`config.mk`:
```
export PLATFORM = sky130hd
export DESIGN_NAME = fdig_window
export DESIGN_NICKNAME = d
export VERILOG_FILES = /design/src/rtl/fdig_pkg.sv /design/src/rtl/fdig_window.sv
export SDC_FILE = /design/constraint.sdc
export NUM_CORES = 1
export LEC_CHECK = 0
export BUFFER_PORTS_ARGS = -buffer_cell sky130_fd_sc_hd__buf_2
export CORE_MARGIN = 2
export CORE_UTILIZATION = 53
export CTS_CLUSTER_DIAMETER = 150
export DETAILED_ROUTE_END_ITERATION = 10
export PLACE_DENSITY_LB_ADDON = 0.2
export SLEW_MARGIN = 10
export SYNTH_ARGS = -nofsm -noshare
export SYNTH_HDL_FRONTEND = slang
export SYNTH_SLANG_ARGS = --single-unit
```
`constraint.sdc`:
```
create_clock -name clk -period 4.55 [get_ports clk]
set_input_delay 0.6825 -clock clk [delete_from_list [all_inputs] [get_ports clk]]
set_output_delay 0.6825 -clock clk [all_outputs]
set_load 0.005 [all_outputs]
```
`src/rtl/fdig_pkg.sv`:
```
`timescale 1ns / 1ps
// Shared types and constants for the four-direction image gradient block.
package fdig_pkg;

  typedef logic [3:0] cfg_idx_t;

  localparam cfg_idx_t CFG_IMAGE_WIDTH  = 4'd0;
  localparam cfg_idx_t CFG_IMAGE_HEIGHT = 4'd1;

  localparam int FIFO_DEPTH = 8;

  typedef struct packed {
    logic valid;
    logic first_col;
    logic last_col;
    logic flushing;
    logic top_from_newer;
    logic emit;
  } fdig_ctl_t;

endpackage

```
`src/rtl/fdig_window.sv`:
```
`timescale 1ns / 1ps
// 3x3 window register and the four central differences for up to two results.
module fdig_window #(
  parameter int PIXEL_BITS = 16
) (
  input  logic                         clk,
  input  fdig_pkg::fdig_ctl_t          ctl,
  input  logic [PIXEL_BITS-1:0]        pixel,
  input  logic [PIXEL_BITS-1:0]        older,
  input  logic [PIXEL_BITS-1:0]        newer,
  output logic                         push0,
  output logic                         push1,
  output logic [4*(PIXEL_BITS+1)+1:0]  res0,
  output logic [4*(PIXEL_BITS+1)+1:0]  res1
);

  import fdig_pkg::*;

  logic [PIXEL_BITS-1:0] win_r   [9];
  logic [PIXEL_BITS-1:0] win_nxt [9];
  logic [PIXEL_BITS-1:0] col     [3];

  function automatic logic [PIXEL_BITS:0] sub(input logic [PIXEL_BITS-1:0] a,
                                              input logic [PIXEL_BITS-1:0] b);
    sub = {1'b0, a} - {1'b0, b};
  endfunction

  assign col[0] = ctl.top_from_newer ? newer : older;
  assign col[1] = newer;
  assign col[2] = ctl.flushing ? newer : pixel;

  always_comb begin
    win_nxt = win_r;
    if (ctl.valid) begin
      for (int i = 0; i < 3; i++) begin
        if (ctl.first_col) begin
          win_nxt[i]     = col[i];
          win_nxt[3 + i] = col[i];
          win_nxt[6 + i] = col[i];
        end else begin
          win_nxt[i]     = win_r[3 + i];
          win_nxt[3 + i] = win_r[6 + i];
          win_nxt[6 + i] = col[i];
        end
      end
    end
  end

  always_ff @(posedge clk) begin
    win_r <= win_nxt;
  end

  assign push0 = ctl.valid & ctl.emit;
  assign push1 = push0 & ctl.last_col;

  assign res0 = {sub(win_nxt[7], win_nxt[1]), sub(win_nxt[5], win_nxt[3]),
                 sub(win_nxt[2], win_nxt[6]), sub(win_nxt[8], win_nxt[0]),
                 1'b0, ~ctl.last_col};

  // right edge: right column clamps onto the centre column
  assign res1 = {sub(win_nxt[7], win_nxt[4]), sub(win_nxt[8], win_nxt[6]),
                 sub(win_nxt[5], win_nxt[6]), sub(win_nxt[8], win_nxt[3]),
                 ctl.flushing, 1'b1};

endmodule

```
Word-level counts from Yosys, hierarchy flattened. Index checks and enable logic that the tools add are counted.

Output and inout bits: 142. Register bits after elaboration: 144.

Bitwise logic cells: 3. Add/subtract/negate cells: 8. Multiplexer cells: 9.

Operators with widths (number): 144-bit two-way mux (1); 16-bit by 16-bit subtractor with 17-bit output (8); 16-bit two-way mux (8); 1-bit AND (2); 1-bit inverter (1).

Depth between registers and ports, before layout.
Depth in word-level cells: 4. Gate-level depth with buffers: 15. Mapped depth without buffers: 13.

Worst setup path before layout. OpenSTA, ideal clock, no wires.

Path kind: input-to-output. Start point: input ctl[2] (netlist bit). End point: output res0[50]. Cell stages on the path: 14. Path buffers: 2. Required time: 3868 ps. Arrival time: 3750 ps. Path slack: 118 ps. Cells stage by stage: clkbuf_1 -> buf_2 -> mux2i_1 -> nand2_1 -> o211ai_1 -> o21ai_0 -> ha_1 -> a21o_1 -> a211oi_2 -> nor2_1 -> or3_1 -> o221ai_2 -> or4b_1 -> o311ai_1.

RTL lines: start: declaration (line fdig_window.sv:7) `input fdig_pkg::fdig_ctl_t ctl,`; end: declaration (line fdig_window.sv:13) `output logic [4*(PIXEL_BITS+1)+1:0] res0,`.

==> metrics <==
area leader, netlist=dfxtp_1; GRT Total Usage=28.60%; CTS tree=yes; Detailed Route WL=34.57 mm; Hold WC Path Type=register to register; Worst EP arrival=3730 ps; Worst EP required=3870 ps; area share of the largest cell type after synthesis=24.15%; post-DR wirelength/cell=17.10 µm; Max IR drop VDD=0.2392 mV; root buffer cell=clkbuf_16; max reg flops=144; Largest regs=win_r x144; DRC viols=0; syn_nets=1705; average size of a mapped cell=7.885 µm²; vias in the first global route=10722; chip height=154.1 µm; # H-tree levels=4; PD cells=426.2 nW/µm²; f_max=0.2265 GHz; ANT nets after route=0; outcome=complete, no violations; total power=6.045 mW; multi-input logic area=8152 µm²; Slew HR=57.68%; Area Overhead vs Synth=18.81%; final setup margin=135.0 ps; Seq cells post-synth=144; most common flop cell mapped by yosys=dfxtp_1; part of the cycle the worst path needs=97.03%; Initial Util=54.36%; buffer count from post-CTS setup fixing=0; drt pass-1 iters=5; layout cells sized above 1=18.50%; core area=21960 µm²; Die W=154.1 µm; Max Cap Viol=0; grt ovf=0; largest reg by FF count=win_r; Area contributors post-synth=dfxtp_1, ha_1, inv_1; Nets=1919; Reg area=2883 µm²; pre-CTS WS=99.32 ps; Ys Warns=0; number of synthesized flops with an enable pin=0; Yosys cell types=65; Starting DRT DRC Count=613; Post-synth ARST share=0%; Post-Synthesis Cell Area=11940 µm²; Crit. End Element=primary output; Leak=7.331 nW; vias=11324; CP Launch Type=input pin; Clock Skew=9.124 ps; # IOs=197; CTS Sinks=144; sequential area share after synthesis=24.15%; CP max FO=10; DIE AREA=23740 µm²; Final min period=4415 ps; Final Hold Fails=0; first-pass GRT wire length=53.98 mm; Reg clk slew, reported paths=70 ps; Synth Instances=1514; commonest non-fill, non-tap cell in the layout=buf_2; CTS buffer count=17; antenna violations before repair=2; Least-Margin Pin Slew=628.1 ps; clock latency at the later pin of the worst-skew pair=430 ps; Setup Crit Path Kind=input pin to primary output; placer's final routability congestion estimate=0.9379; row count=54; post-detail-place hpwl=28.17 mm; fin. max-slew vios=0; largest net degree at the start of global routing=81; FILL cells=1964; I/O Buffers=194; clock buffer depth=2; Setup-failing EPs final=0; drt via density=5.600; most frequent cells in the layout=buf_2, inv_1, dfxtp_1
==> where the power goes <==
group | switching (mW) | internal [mW] | leakage [nW]
combinational | 1.73 | 1.45 | 5.83
sequential | 0.0657 | 1.42 | 1.21
clock | 0.633 | 0.745 | 0.284
==> area by class of cell <==
cell class                 instances  area share [%]
antenna                            1         0.01764
clock buffer                      18           3.096
clock inverter                    14          0.9968
inverter                         189           5.002
multi-input combinational       1120           57.47
sequential                       144           20.32
tap                              280           2.470
timing repair buffer             256           10.62
==> through the flow <==
stage / hold slack (ps) / setup TNS, ps / instances / area [µm²] / utilization [%]
2_1_floorplan: 453.8 / 0 / 1514 / 11940 / -
3_3_place_gp: 466.4 / 0 / 1989 / 13540 / 61.66
3_5_place_dp: 472.1 / 0 / 1989 / 13540 / 61.66
4_1_cts: 482.7 / 0 / 2021 / 14120 / 64.31
5_1_grt: 500.1 / -19.12 / 2021 / 14180 / 64.58
6_report: 479.8 / 0 / 2022 / 14180 / 64.59
==> Yosys cell counts (all sizes together), types with 27 or more instances <==
master / number
inv: 189
dfxtp: 144
nor2: 133
ha: 128
a21oi: 108
a21o: 91
o21ai: 85
nand2: 78
o211ai: 71
mux2i: 66
xnor2: 66
o21a: 51
clkbuf: 41
xor2: 27
==> routing by layer <==
| layer | part of all wire [%] | up-vias | track usage, % |
|---|---|---|---|
| li1 | - | 5756 | - |
| met1 | 42 | 5184 | 33.68 |
| met2 | 49 | 315 | 51.23 |
| met3 | 5.7 | 67 | 5.355 |
| met4 | 3.6 | 2 | 11.30 |
| met5 | 0.038 | - | 0 |
==> what timing repair did <==
| action | in CTS | in global routing |
|---|---|---|
| gates resized for setup | 0 | 17 |
| endpoints found under the setup margin | 0 | 31 |
| hold buffers | 0 | 0 |
==> logic make-up after synthesis <==
kind of cell	share of synthesized area, %
buf+inv	7.976
flops	24.15
simple gates	12.17
xor+xnor	6.823
other cells	0.06291
fa+ha+maj	14.76
mux	6.855
compound gates	27.21
==> final timing paths <==
path	startpoint	to	slack [ps]	cells after the start
min	win_r[112]	win_r[112]	480	2
min reg2reg	win_r[112]	win_r[112]	480	2
max reg2reg	win_r[4]	win_r[4]	3490	3
max	ctl[2]	res0[50]	140	14
==> critical path, stage by stage <==
cell and delay [ps]:
clkbuf_4 220, mux2i_1 320, nand2_1 110, o211ai_1 100, o21ai_0 250, ha_1 410
nor2b_1 160, o31a_1 260, o21ai_1 190, a21oi_2 120, o221ai_2 200, or4b_1 450
o311ai_1 100, buf_2 160
No activity file was read; power rests on OpenSTA's default activity.
