### src/rtl/fdig_pkg.sv
`timescale 1ns / 1ps
// Shared types and constants for the four-direction image gradient block.
package fdig_pkg;

  typedef logic [3:0] cfg_idx_t;

  localparam cfg_idx_t CFG_IMAGE_WIDTH  = 4'd0;
  localparam cfg_idx_t CFG_IMAGE_HEIGHT = 4'd1;

  localparam int FIFO_DEPTH = 8;

  typedef struct packed {
    logic valid;
    logic first_col;
    logic last_col;
    logic flushing;
    logic top_from_newer;
    logic emit;
  } fdig_ctl_t;

endpackage

### src/rtl/fdig_out_fifo.sv
`timescale 1ns / 1ps
// Result queue taking up to two entries per cycle and delivering one per cycle while pop is high.
module fdig_out_fifo #(
  parameter int ENTRY_BITS = 70
) (
  input  logic                                        clk,
  input  logic                                        rst_n,
  input  logic                                        push0,
  input  logic                                        push1,
  input  logic [ENTRY_BITS-1:0]                       data0,
  input  logic [ENTRY_BITS-1:0]                       data1,
  input  logic                                        pop,
  output logic [ENTRY_BITS-1:0]                       head,
  output logic [$clog2(fdig_pkg::FIFO_DEPTH+1)-1:0]   count
);

  import fdig_pkg::*;

  localparam int PW = $clog2(FIFO_DEPTH);
  localparam int CW = $clog2(FIFO_DEPTH + 1);

  logic [ENTRY_BITS-1:0] slot_r [FIFO_DEPTH];
  logic [PW-1:0]         wp_r, wp_nxt;
  logic [PW-1:0]         rp_r, rp_nxt;
  logic [CW-1:0]         count_r, count_nxt;

  always_comb begin
    wp_nxt    = wp_r + PW'(push0) + PW'(push1);
    rp_nxt    = rp_r + PW'(pop);
    count_nxt = count_r + CW'(push0) + CW'(push1) - CW'(pop);
  end

  always_ff @(posedge clk) begin
    if (!rst_n) begin
      wp_r    <= '0;
      rp_r    <= '0;
      count_r <= '0;
    end else begin
      wp_r    <= wp_nxt;
      rp_r    <= rp_nxt;
      count_r <= count_nxt;
    end
  end

  always_ff @(posedge clk) begin
    if (push0) begin
      slot_r[wp_r] <= data0;
    end
    if (push1) begin
      slot_r[wp_r + PW'(1)] <= data1;
    end
  end

  assign head  = slot_r[rp_r];
  assign count = count_r;

`ifndef SYNTHESIS
  a_count_bound: assert property (@(posedge clk) disable iff (!rst_n)
    32'(count_r) <= FIFO_DEPTH)
    else $error("result queue count out of range");

  a_push_order: assert property (@(posedge clk) disable iff (!rst_n)
    push1 |-> push0)
    else $error("second push without first");

  a_no_overflow: assert property (@(posedge clk) disable iff (!rst_n)
    (32'(count_r) + 32'(push0) + 32'(push1)) <= (FIFO_DEPTH + 32'(pop)))
    else $error("result queue overflow");
`endif

endmodule
### config.mk
export PLATFORM = sky130hd
export DESIGN_NAME = fdig_out_fifo
export DESIGN_NICKNAME = d
export VERILOG_FILES = /design/src/rtl/fdig_pkg.sv /design/src/rtl/fdig_out_fifo.sv
export SDC_FILE = /design/constraint.sdc
export NUM_CORES = 1
export LEC_CHECK = 0
export BUFFER_PORTS_ARGS = -buffer_cell sky130_fd_sc_hd__buf_2
export CAP_MARGIN = 20
export CORE_MARGIN = 4
export CORE_UTILIZATION = 60
export DETAILED_ROUTE_END_ITERATION = 12
export PLACE_DENSITY = 0.8
export SLEW_MARGIN = 20
export SYNTH_ARGS = -nofsm -noshare
export SYNTH_HDL_FRONTEND = slang
export SYNTH_SLANG_ARGS = --single-unit
### constraint.sdc
create_clock -name clk -period 8.86 [get_ports clk]
set_input_delay 1.772 -clock clk [delete_from_list [all_inputs] [get_ports clk]]
set_output_delay 1.772 -clock clk [all_outputs]
set_load 0.05 [all_outputs]
======== Word-level counts from Yosys, hierarchy flattened ========
Memory sizes are Yosys's and may differ from the RTL's. A register that Yosys moved wholly into a read port is not among the register bits.
Index checks and enable logic that the tools add are counted.
word-level totals
  register bits ........................... 10
  memory bits (writable) .................. 560
  output and inout port bits .............. 74
  memories ................................ 1
memories
  name    words  bits a word  rd ports  clocked after Yosys merged registers in  write ports  line                 RTL
  slot_r  8      70           1         1                                        2            fdig_out_fifo.sv:22  logic [ENTRY_BITS-1:0] slot_r [FIFO_DEPTH];
operators by class
  add/subtract/negate cells ............... 7
  muxes and demuxes ....................... 5
operators with widths
  operator             count
  $add 3x1->3          3
  $add 4x1->4          2
  $mux 1               4
  $sub 4x1->4          1
  $add 3x1->3 const B  1
  $mux 3               1

======== Longest topological paths before layout ========
Gate-level depths: netlist of the first run.
  word-level depth ........................ 3
  gate-level depth with buffers ........... 8
  mapped depth without buffers ............ 8

======== Worst setup path after synthesis of the first run ========
No wires, ideal clock.
  path kind ............................... input port to flip-flop
  start point ............................. input push0
  end point ............................... memory slot_r[1][0], enable pin
  library setup time ...................... 0.595 ns
  arrival time ............................ 6.806 ns
  required time ........................... 8.265 ns
  setup slack ............................. 1.460 ns
  stages on the path ...................... 2
  path buffers ............................ 0
  cell sequence ........................... nand2b_1 o21ai_0
RTL lines
  item             line                 RTL
  start, declared  fdig_out_fifo.sv:8   input logic push0,
  end, declared    fdig_out_fifo.sv:22

==> impl_metrics.ini, run 1 <==
[clock_tree]
ctsResizeCount = 0
clk_root_buffer_cell = clkbuf_16
cts_tree = done
post-cts-setup-buffer-count = 0
clockBufferDepth = 3
clock_latency_ns = 0.61
cts_hold_buffers = 0
htreeDepth = 2
cts_num_sinks = 570
cts-buffers-inserted = 58
worst_setup_hold_path_clk_slew_ns = 0.06

[yosys]
postSynthRegisterBits = 570
post_synth_main_area_contributors = edfxtp_1 (60%), mux2_2 (25%), mux4_2 (11%)
synth_area_um2 = 28200
yosysUniqueCellTypes = 27
syn_nets = 1659
yosys_warnings = 0
largest_area_contributor_in_the_netlist = edfxtp_1
syn-instance-count = 1504
seq_area_frac_synth = 0.604
synth.top_cell.area_share = 0.597
syn-mean-instance-area_um2 = 18.7

[timing]
finClkSkew_ns = 0.0240
f_max_mhz = 192
relative_slew_slack = 0.295
setup_tns_ns = 0
postLayoutSetupSlackWorst_ns = 3.64
tightestPinTransition_ns = 1.06
timing.final.crit_period_ns = 5.22
final.period_utilization = 0.589
setup_repair_after_global_routing_missed_its_margin = no
finalSetupViolations = 0
timing.final.hold_violations = 0
number_of_slew_limit_violations_in_the_final_report = 0

[grt]
groute.layer.met2.usage = 0.437
global_route_wire_length_before_repair_mm = 99.4
first_global_vias = 16100
layer_carrying_the_most_global_route_usage = met2
number_of_antenna_violations_at_the_first_check_in_global_routing = 17
globalRouteMet1Util = 0.357
grt.total_usage = 0.261
met3_usage = 0.0470
grt_start_max_net_pins = 66
grt_overflow_total = 0

[die]
fp.dieH_um = 225
design.die.area_um2 = 50500
die_width_um = 225
design.portCount = 219
core_area_um2 = 46500
effective_utilization_at_floorplan = 0.607
count_of_standard_cell_rows = 79

[placement]
post-dp-hpwl_mm = 36.7
dpl-instance-area_um2 = 30000
finalWeightedCongestion = 0.767
dp_slack_ns = 4.07
port_buffers = 218

[cells_and_area]
postLayoutCoreUtil = 0.683
multi_input_logic_area_um2 = 10800
fillerInstances = 3069
regArea_um2 = 17000
mostFrequentLayoutCell = mux2_2
stdcell_area_um2 = 31700
final_layout_size_suffix_gt1_frac = 0.630
syn_to_final_growth_pct = 12.7
commonest_cells_after_routing_fill_and_taps_aside = mux2_2 (630), edfxtp_1 (560), buf_2 (218), mux4_2 (140), clkbuf_16 (59)
nets = 1872

[flow_run]
max_cap_violations = 0

[routing]
detailedRoute.firstPassIterationCount = 5
detail_route.drc_violations = 0
drt_first_iter_violations = 1374
route.detailed.vias_per_inst = 6.39
wirelength_mm = 66.0
detailed_route_wire_length_per_cell_um = 27.7
vias = 15200
detail-route-antenna-nets = 0

[min_path]
class_of_the_worst_hold_path = reg -> reg

[pwr]
p_seq_frac = 0.470
power.internal_mw = 5.19
pwr_density_cell_nw_per_um2 = 227
p_leak_nw = 10.4
pwr-share-clk = 0.316
switching_power_mw = 2.01
ir_drop_uv = 162
pwr-share-comb = 0.214
power.share.switching = 0.279
total_power_mw = 7.21

[worst_setup_path]
worst-endpoint-required_ns = 7.09
startpoint_type = flop
setup.worst_path.end_class = primary output
critPathKind = reg -> out
endpoint_arrival_time_on_the_critical_path_ns = 3.44
critical_path.max_fanout = 65

[status]
run_status = completed
[final timing paths]
kind | start | endpoint | slack, ns | cells after the start
worst min register to register | wp_r[2]$_SDFF_PN0_ | wp_r[2]$_SDFF_PN0_ | 0.65 | 2
worst max register to register | wp_r[0]$_SDFF_PN0_ | slot_r[5][63]$_DFFE_PP_ | 5.13 | 6
worst max-delay path | rp_r[2]$_SDFF_PN0_ | head[1] | 3.64 | 4
worst min-delay path | wp_r[2]$_SDFF_PN0_ | wp_r[2]$_SDFF_PN0_ | 0.65 | 2
[synth_stat cells (all sizes together)]
cell type    n
ha           7
dfxtp       10
nor3b        2
mux2       630
nand2        6
nor2         9
nand2b       2
nand3b       1
o21ai        2
a21oi        2
nor3         4
mux4       140
buf         75
xnor2        3
o22ai        4
nand3        3
or2          2
edfxtp     560
clkbuf      22
and2         4
fa           3
xor2         3
inv         10
[routing by layer]
metal / share of wire / vias up / routed length (um)
met4: 0.022 / 16 / 1430
met1: 0.41 / 7956 / 27200
met5: 0.0017 / - / 112
li1: - / 6626 / -
met2: 0.50 / 515 / 33200
met3: 0.061 / 113 / 4050
[power by group through the flow]
stage                     Clock, mW  Sequential [mW]  Combinational (mW)
after floorplan                   0             3.45                1.09
after global placement            0             3.43                1.52
after detailed placement          0             3.44                1.54
after CTS                      2.32             3.39                1.55
after global routing           2.43             3.41                1.62
final                          2.28             3.39                1.54
[layout make-up]
cell class	instances	area share
Clock buffer	91	0.0515
Inverter	10	0.00118
Tap cell	607	0.0239
Multi-Input combinational cell	827	0.341
Antenna cell	12	0.000946
Clock inverter	16	0.00319
Timing Repair Buffer	250	0.0420
Sequential cell	570	0.536
[state kept, by name (all words and copies together), names as in the netlist]
signal and flops:
slot_r 560, count 4, rp_r 3, wp_r 3
[through the flow]
| step | std cells | hold WS, ns |
|---|---|---|
| 2_1_floorplan | 1504 | 0.543 |
| 3_5_place_dp | 2264 | 0.649 |
| 6_report | 2383 | 0.650 |
| 5_1_grt | 2377 | 0.693 |
| 3_3_place_gp | 2264 | 0.618 |
| 4_1_cts | 2371 | 0.657 |
[cell families (layout without fill, tap and decap cells)]
kind of cell / after synthesis / count (layout) / synth area share
compound gates: 8 / 8 / 0.00160
other cells: 0 / 12 / 0
mux: 770 / 770 / 0.364
simple gates: 33 / 33 / 0.00617
fa+ha+maj: 10 / 10 / 0.00524
buf+inv: 107 / 367 / 0.0171
xor+xnor: 6 / 6 / 0.00240
flops: 570 / 570 / 0.604
[critical path: stages, from the launching register on]
cell and delay [ns]:
dfxtp_4 0.89, buf_4 0.91, mux4_2 0.43, mux2_2 0.31
buf_2 0.22
(Power assumes the default switching activity.)
==> run 2: changes to the inputs <==
CORE_UTILIZATION = 55   (was 60)
PLACE_DENSITY = 0.77   (was 0.8)
clock period = 4.5 ns   (was 8.86 ns; I/O delays follow)
==> impl_metrics.ini, run 2 (same netlist as run 1, synthesis figures left out) <==
[status]
run_status = completed

[die]
design.portCount = 219
fp.dieH_um = 234
design.die.area_um2 = 54900
effective_utilization_at_floorplan = 0.559
count_of_standard_cell_rows = 82
die_width_um = 234
core_area_um2 = 50400

[clock_tree]
cts-buffers-inserted = 59
post-cts-setup-buffer-count = 0
htreeDepth = 2
cts_num_sinks = 570
clk_root_buffer_cell = clkbuf_16
ctsResizeCount = 0
clockBufferDepth = 3
cts_hold_buffers = 0
worst_setup_hold_path_clk_slew_ns = 0.06
cts_tree = done
clock_latency_ns = 0.63

[worst_setup_path]
worst-endpoint-required_ns = 3.60
setup.worst_path.end_class = primary output
startpoint_type = flop
critPathKind = reg -> out
cp-startpoint = rp_r[1]$_SDFF_PN0_
endpoint_arrival_time_on_the_critical_path_ns = 2.84
reg2reg_from = wp_r[0]$_SDFF_PN0_
critical_path.max_fanout = 48

[grt]
grt_start_max_net_pins = 71
grt_overflow_total = 0
global_route_wire_length_before_repair_mm = 103
grt.total_usage = 0.252
first_global_vias = 16300
number_of_antenna_violations_at_the_first_check_in_global_routing = 23

[timing]
timing.final.hold_violations = 0
tightestPinTransition_ns = 0.954
final.period_utilization = 0.832
setup_repair_after_global_routing_missed_its_margin = no
relative_slew_slack = 0.364
f_max_mhz = 267
finClkSkew_ns = 0.0249
number_of_slew_limit_violations_in_the_final_report = 0
finalSetupViolations = 0
timing.final.crit_period_ns = 3.74

[routing]
detailed_route_wire_length_per_cell_um = 28.3
detail_route.drc_violations = 0
wirelength_mm = 69.3
detail-route-antenna-nets = 0
vias = 15500
route.detailed.vias_per_inst = 6.32
detailedRoute.firstPassIterationCount = 5
drt_first_iter_violations = 1298

[cells_and_area]
syn_to_final_growth_pct = 13.7
final_cells = 2449
nets = 1876
largest_reg_flops = 560
stdcell_area_um2 = 32000
final_layout_size_suffix_gt1_frac = 0.633
commonest_cells_after_routing_fill_and_taps_aside = mux2_2 (630), edfxtp_1 (560), buf_2 (218), mux4_2 (140), clkbuf_16 (60)
fillerInstances = 3532
top_register = slot_r
mostFrequentLayoutCell = mux2_2

[placement]
placed_cell_count = 2332
port_buffers = 218
finalWeightedCongestion = 0.758
dpl-instance-area_um2 = 30200
post-dp-hpwl_mm = 37.1

[flow_run]
max_cap_violations = 0

[min_path]
min_from = rst_n
class_of_the_worst_hold_path = in -> reg

[pwr]
pwr_density_cell_nw_per_um2 = 448
p_leak_nw = 10.5
ir_drop_uv = 307
[run 2: cell types whose count changed in the layout (fill, tap and decap cells not counted)]
cell / delta
buf_12: +12
clkbuf_1: -12
clkinv_1: +9
buf_4: -8
clkbuf_8: -4
bufinv_16: +2
clkinv_2: +2
buf_6: -1
clkbuf_16: +1
clkinv_8: +1
clkinvlp_4: -1
diode_2: -1
inv_8: +1
[run 2: power by group]
group	internal, mW	switching [mW]	total [mW]
registers	6.51	0.162	6.67
clock network	2.60	2.01	4.61
logic	1.21	1.89	3.09
[run 2: path summary, 6_finish.rpt]
check / to / slack, ns / cells after the start
max: head[0] / 0.76 / 4
min: count[0]$_SDFF_PN0_ / 0.53 / 2
max reg2reg: slot_r[1][66]$_DFFE_PP_ / 1.28 / 5
min reg2reg: wp_r[2]$_SDFF_PN0_ / 0.66 / 2
[run 2: area by class of cell]
| type | count | area [um2] | area share |
|---|---|---|---|
| antenna | 11 | 27.5 | 0.000859 |
| clock buffer | 76 | 1560 | 0.0487 |
| clock inverter | 30 | 225 | 0.00703 |
| inverter | 10 | 37.5 | 0.00117 |
| multi-input combinational | 827 | 10800 | 0.338 |
| sequential | 570 | 17000 | 0.531 |
| tap | 672 | 841 | 0.0262 |
| timing repair buffer | 253 | 1500 | 0.0469 |
[run 2: per-layer routing]
layer	vias up	GRT usage	wire length, um
li1	6627	-	-
met1	8153	0.338	28000
met2	546	0.426	34800
met3	128	0.0492	4840
met4	26	0.0681	1550
met5	-	0	161
[run 2: worst max-delay path, cell delays in order, from the launching register on]
cell and delay [ns]:
dfxtp_4 0.66, buf_12 0.43, mux4_2 0.55, mux2_2 0.33, buf_2 0.23
[run 2: through the flow]
stage	TNS [ns]	util	hold WS (ns)	setup slack [ns]	power [mW]
6_report	0	0.636	0.527	0.755	14.4
5_1_grt	0	0.636	0.542	0.586	14.9
4_1_cts	0	0.636	0.507	0.667	14.5
3_5_place_dp	0	0.600	0.653	1.17	9.88
3_3_place_gp	0	0.600	0.622	1.21	9.80
2_1_floorplan	-141.19	-	0.543	-0.472	8.93
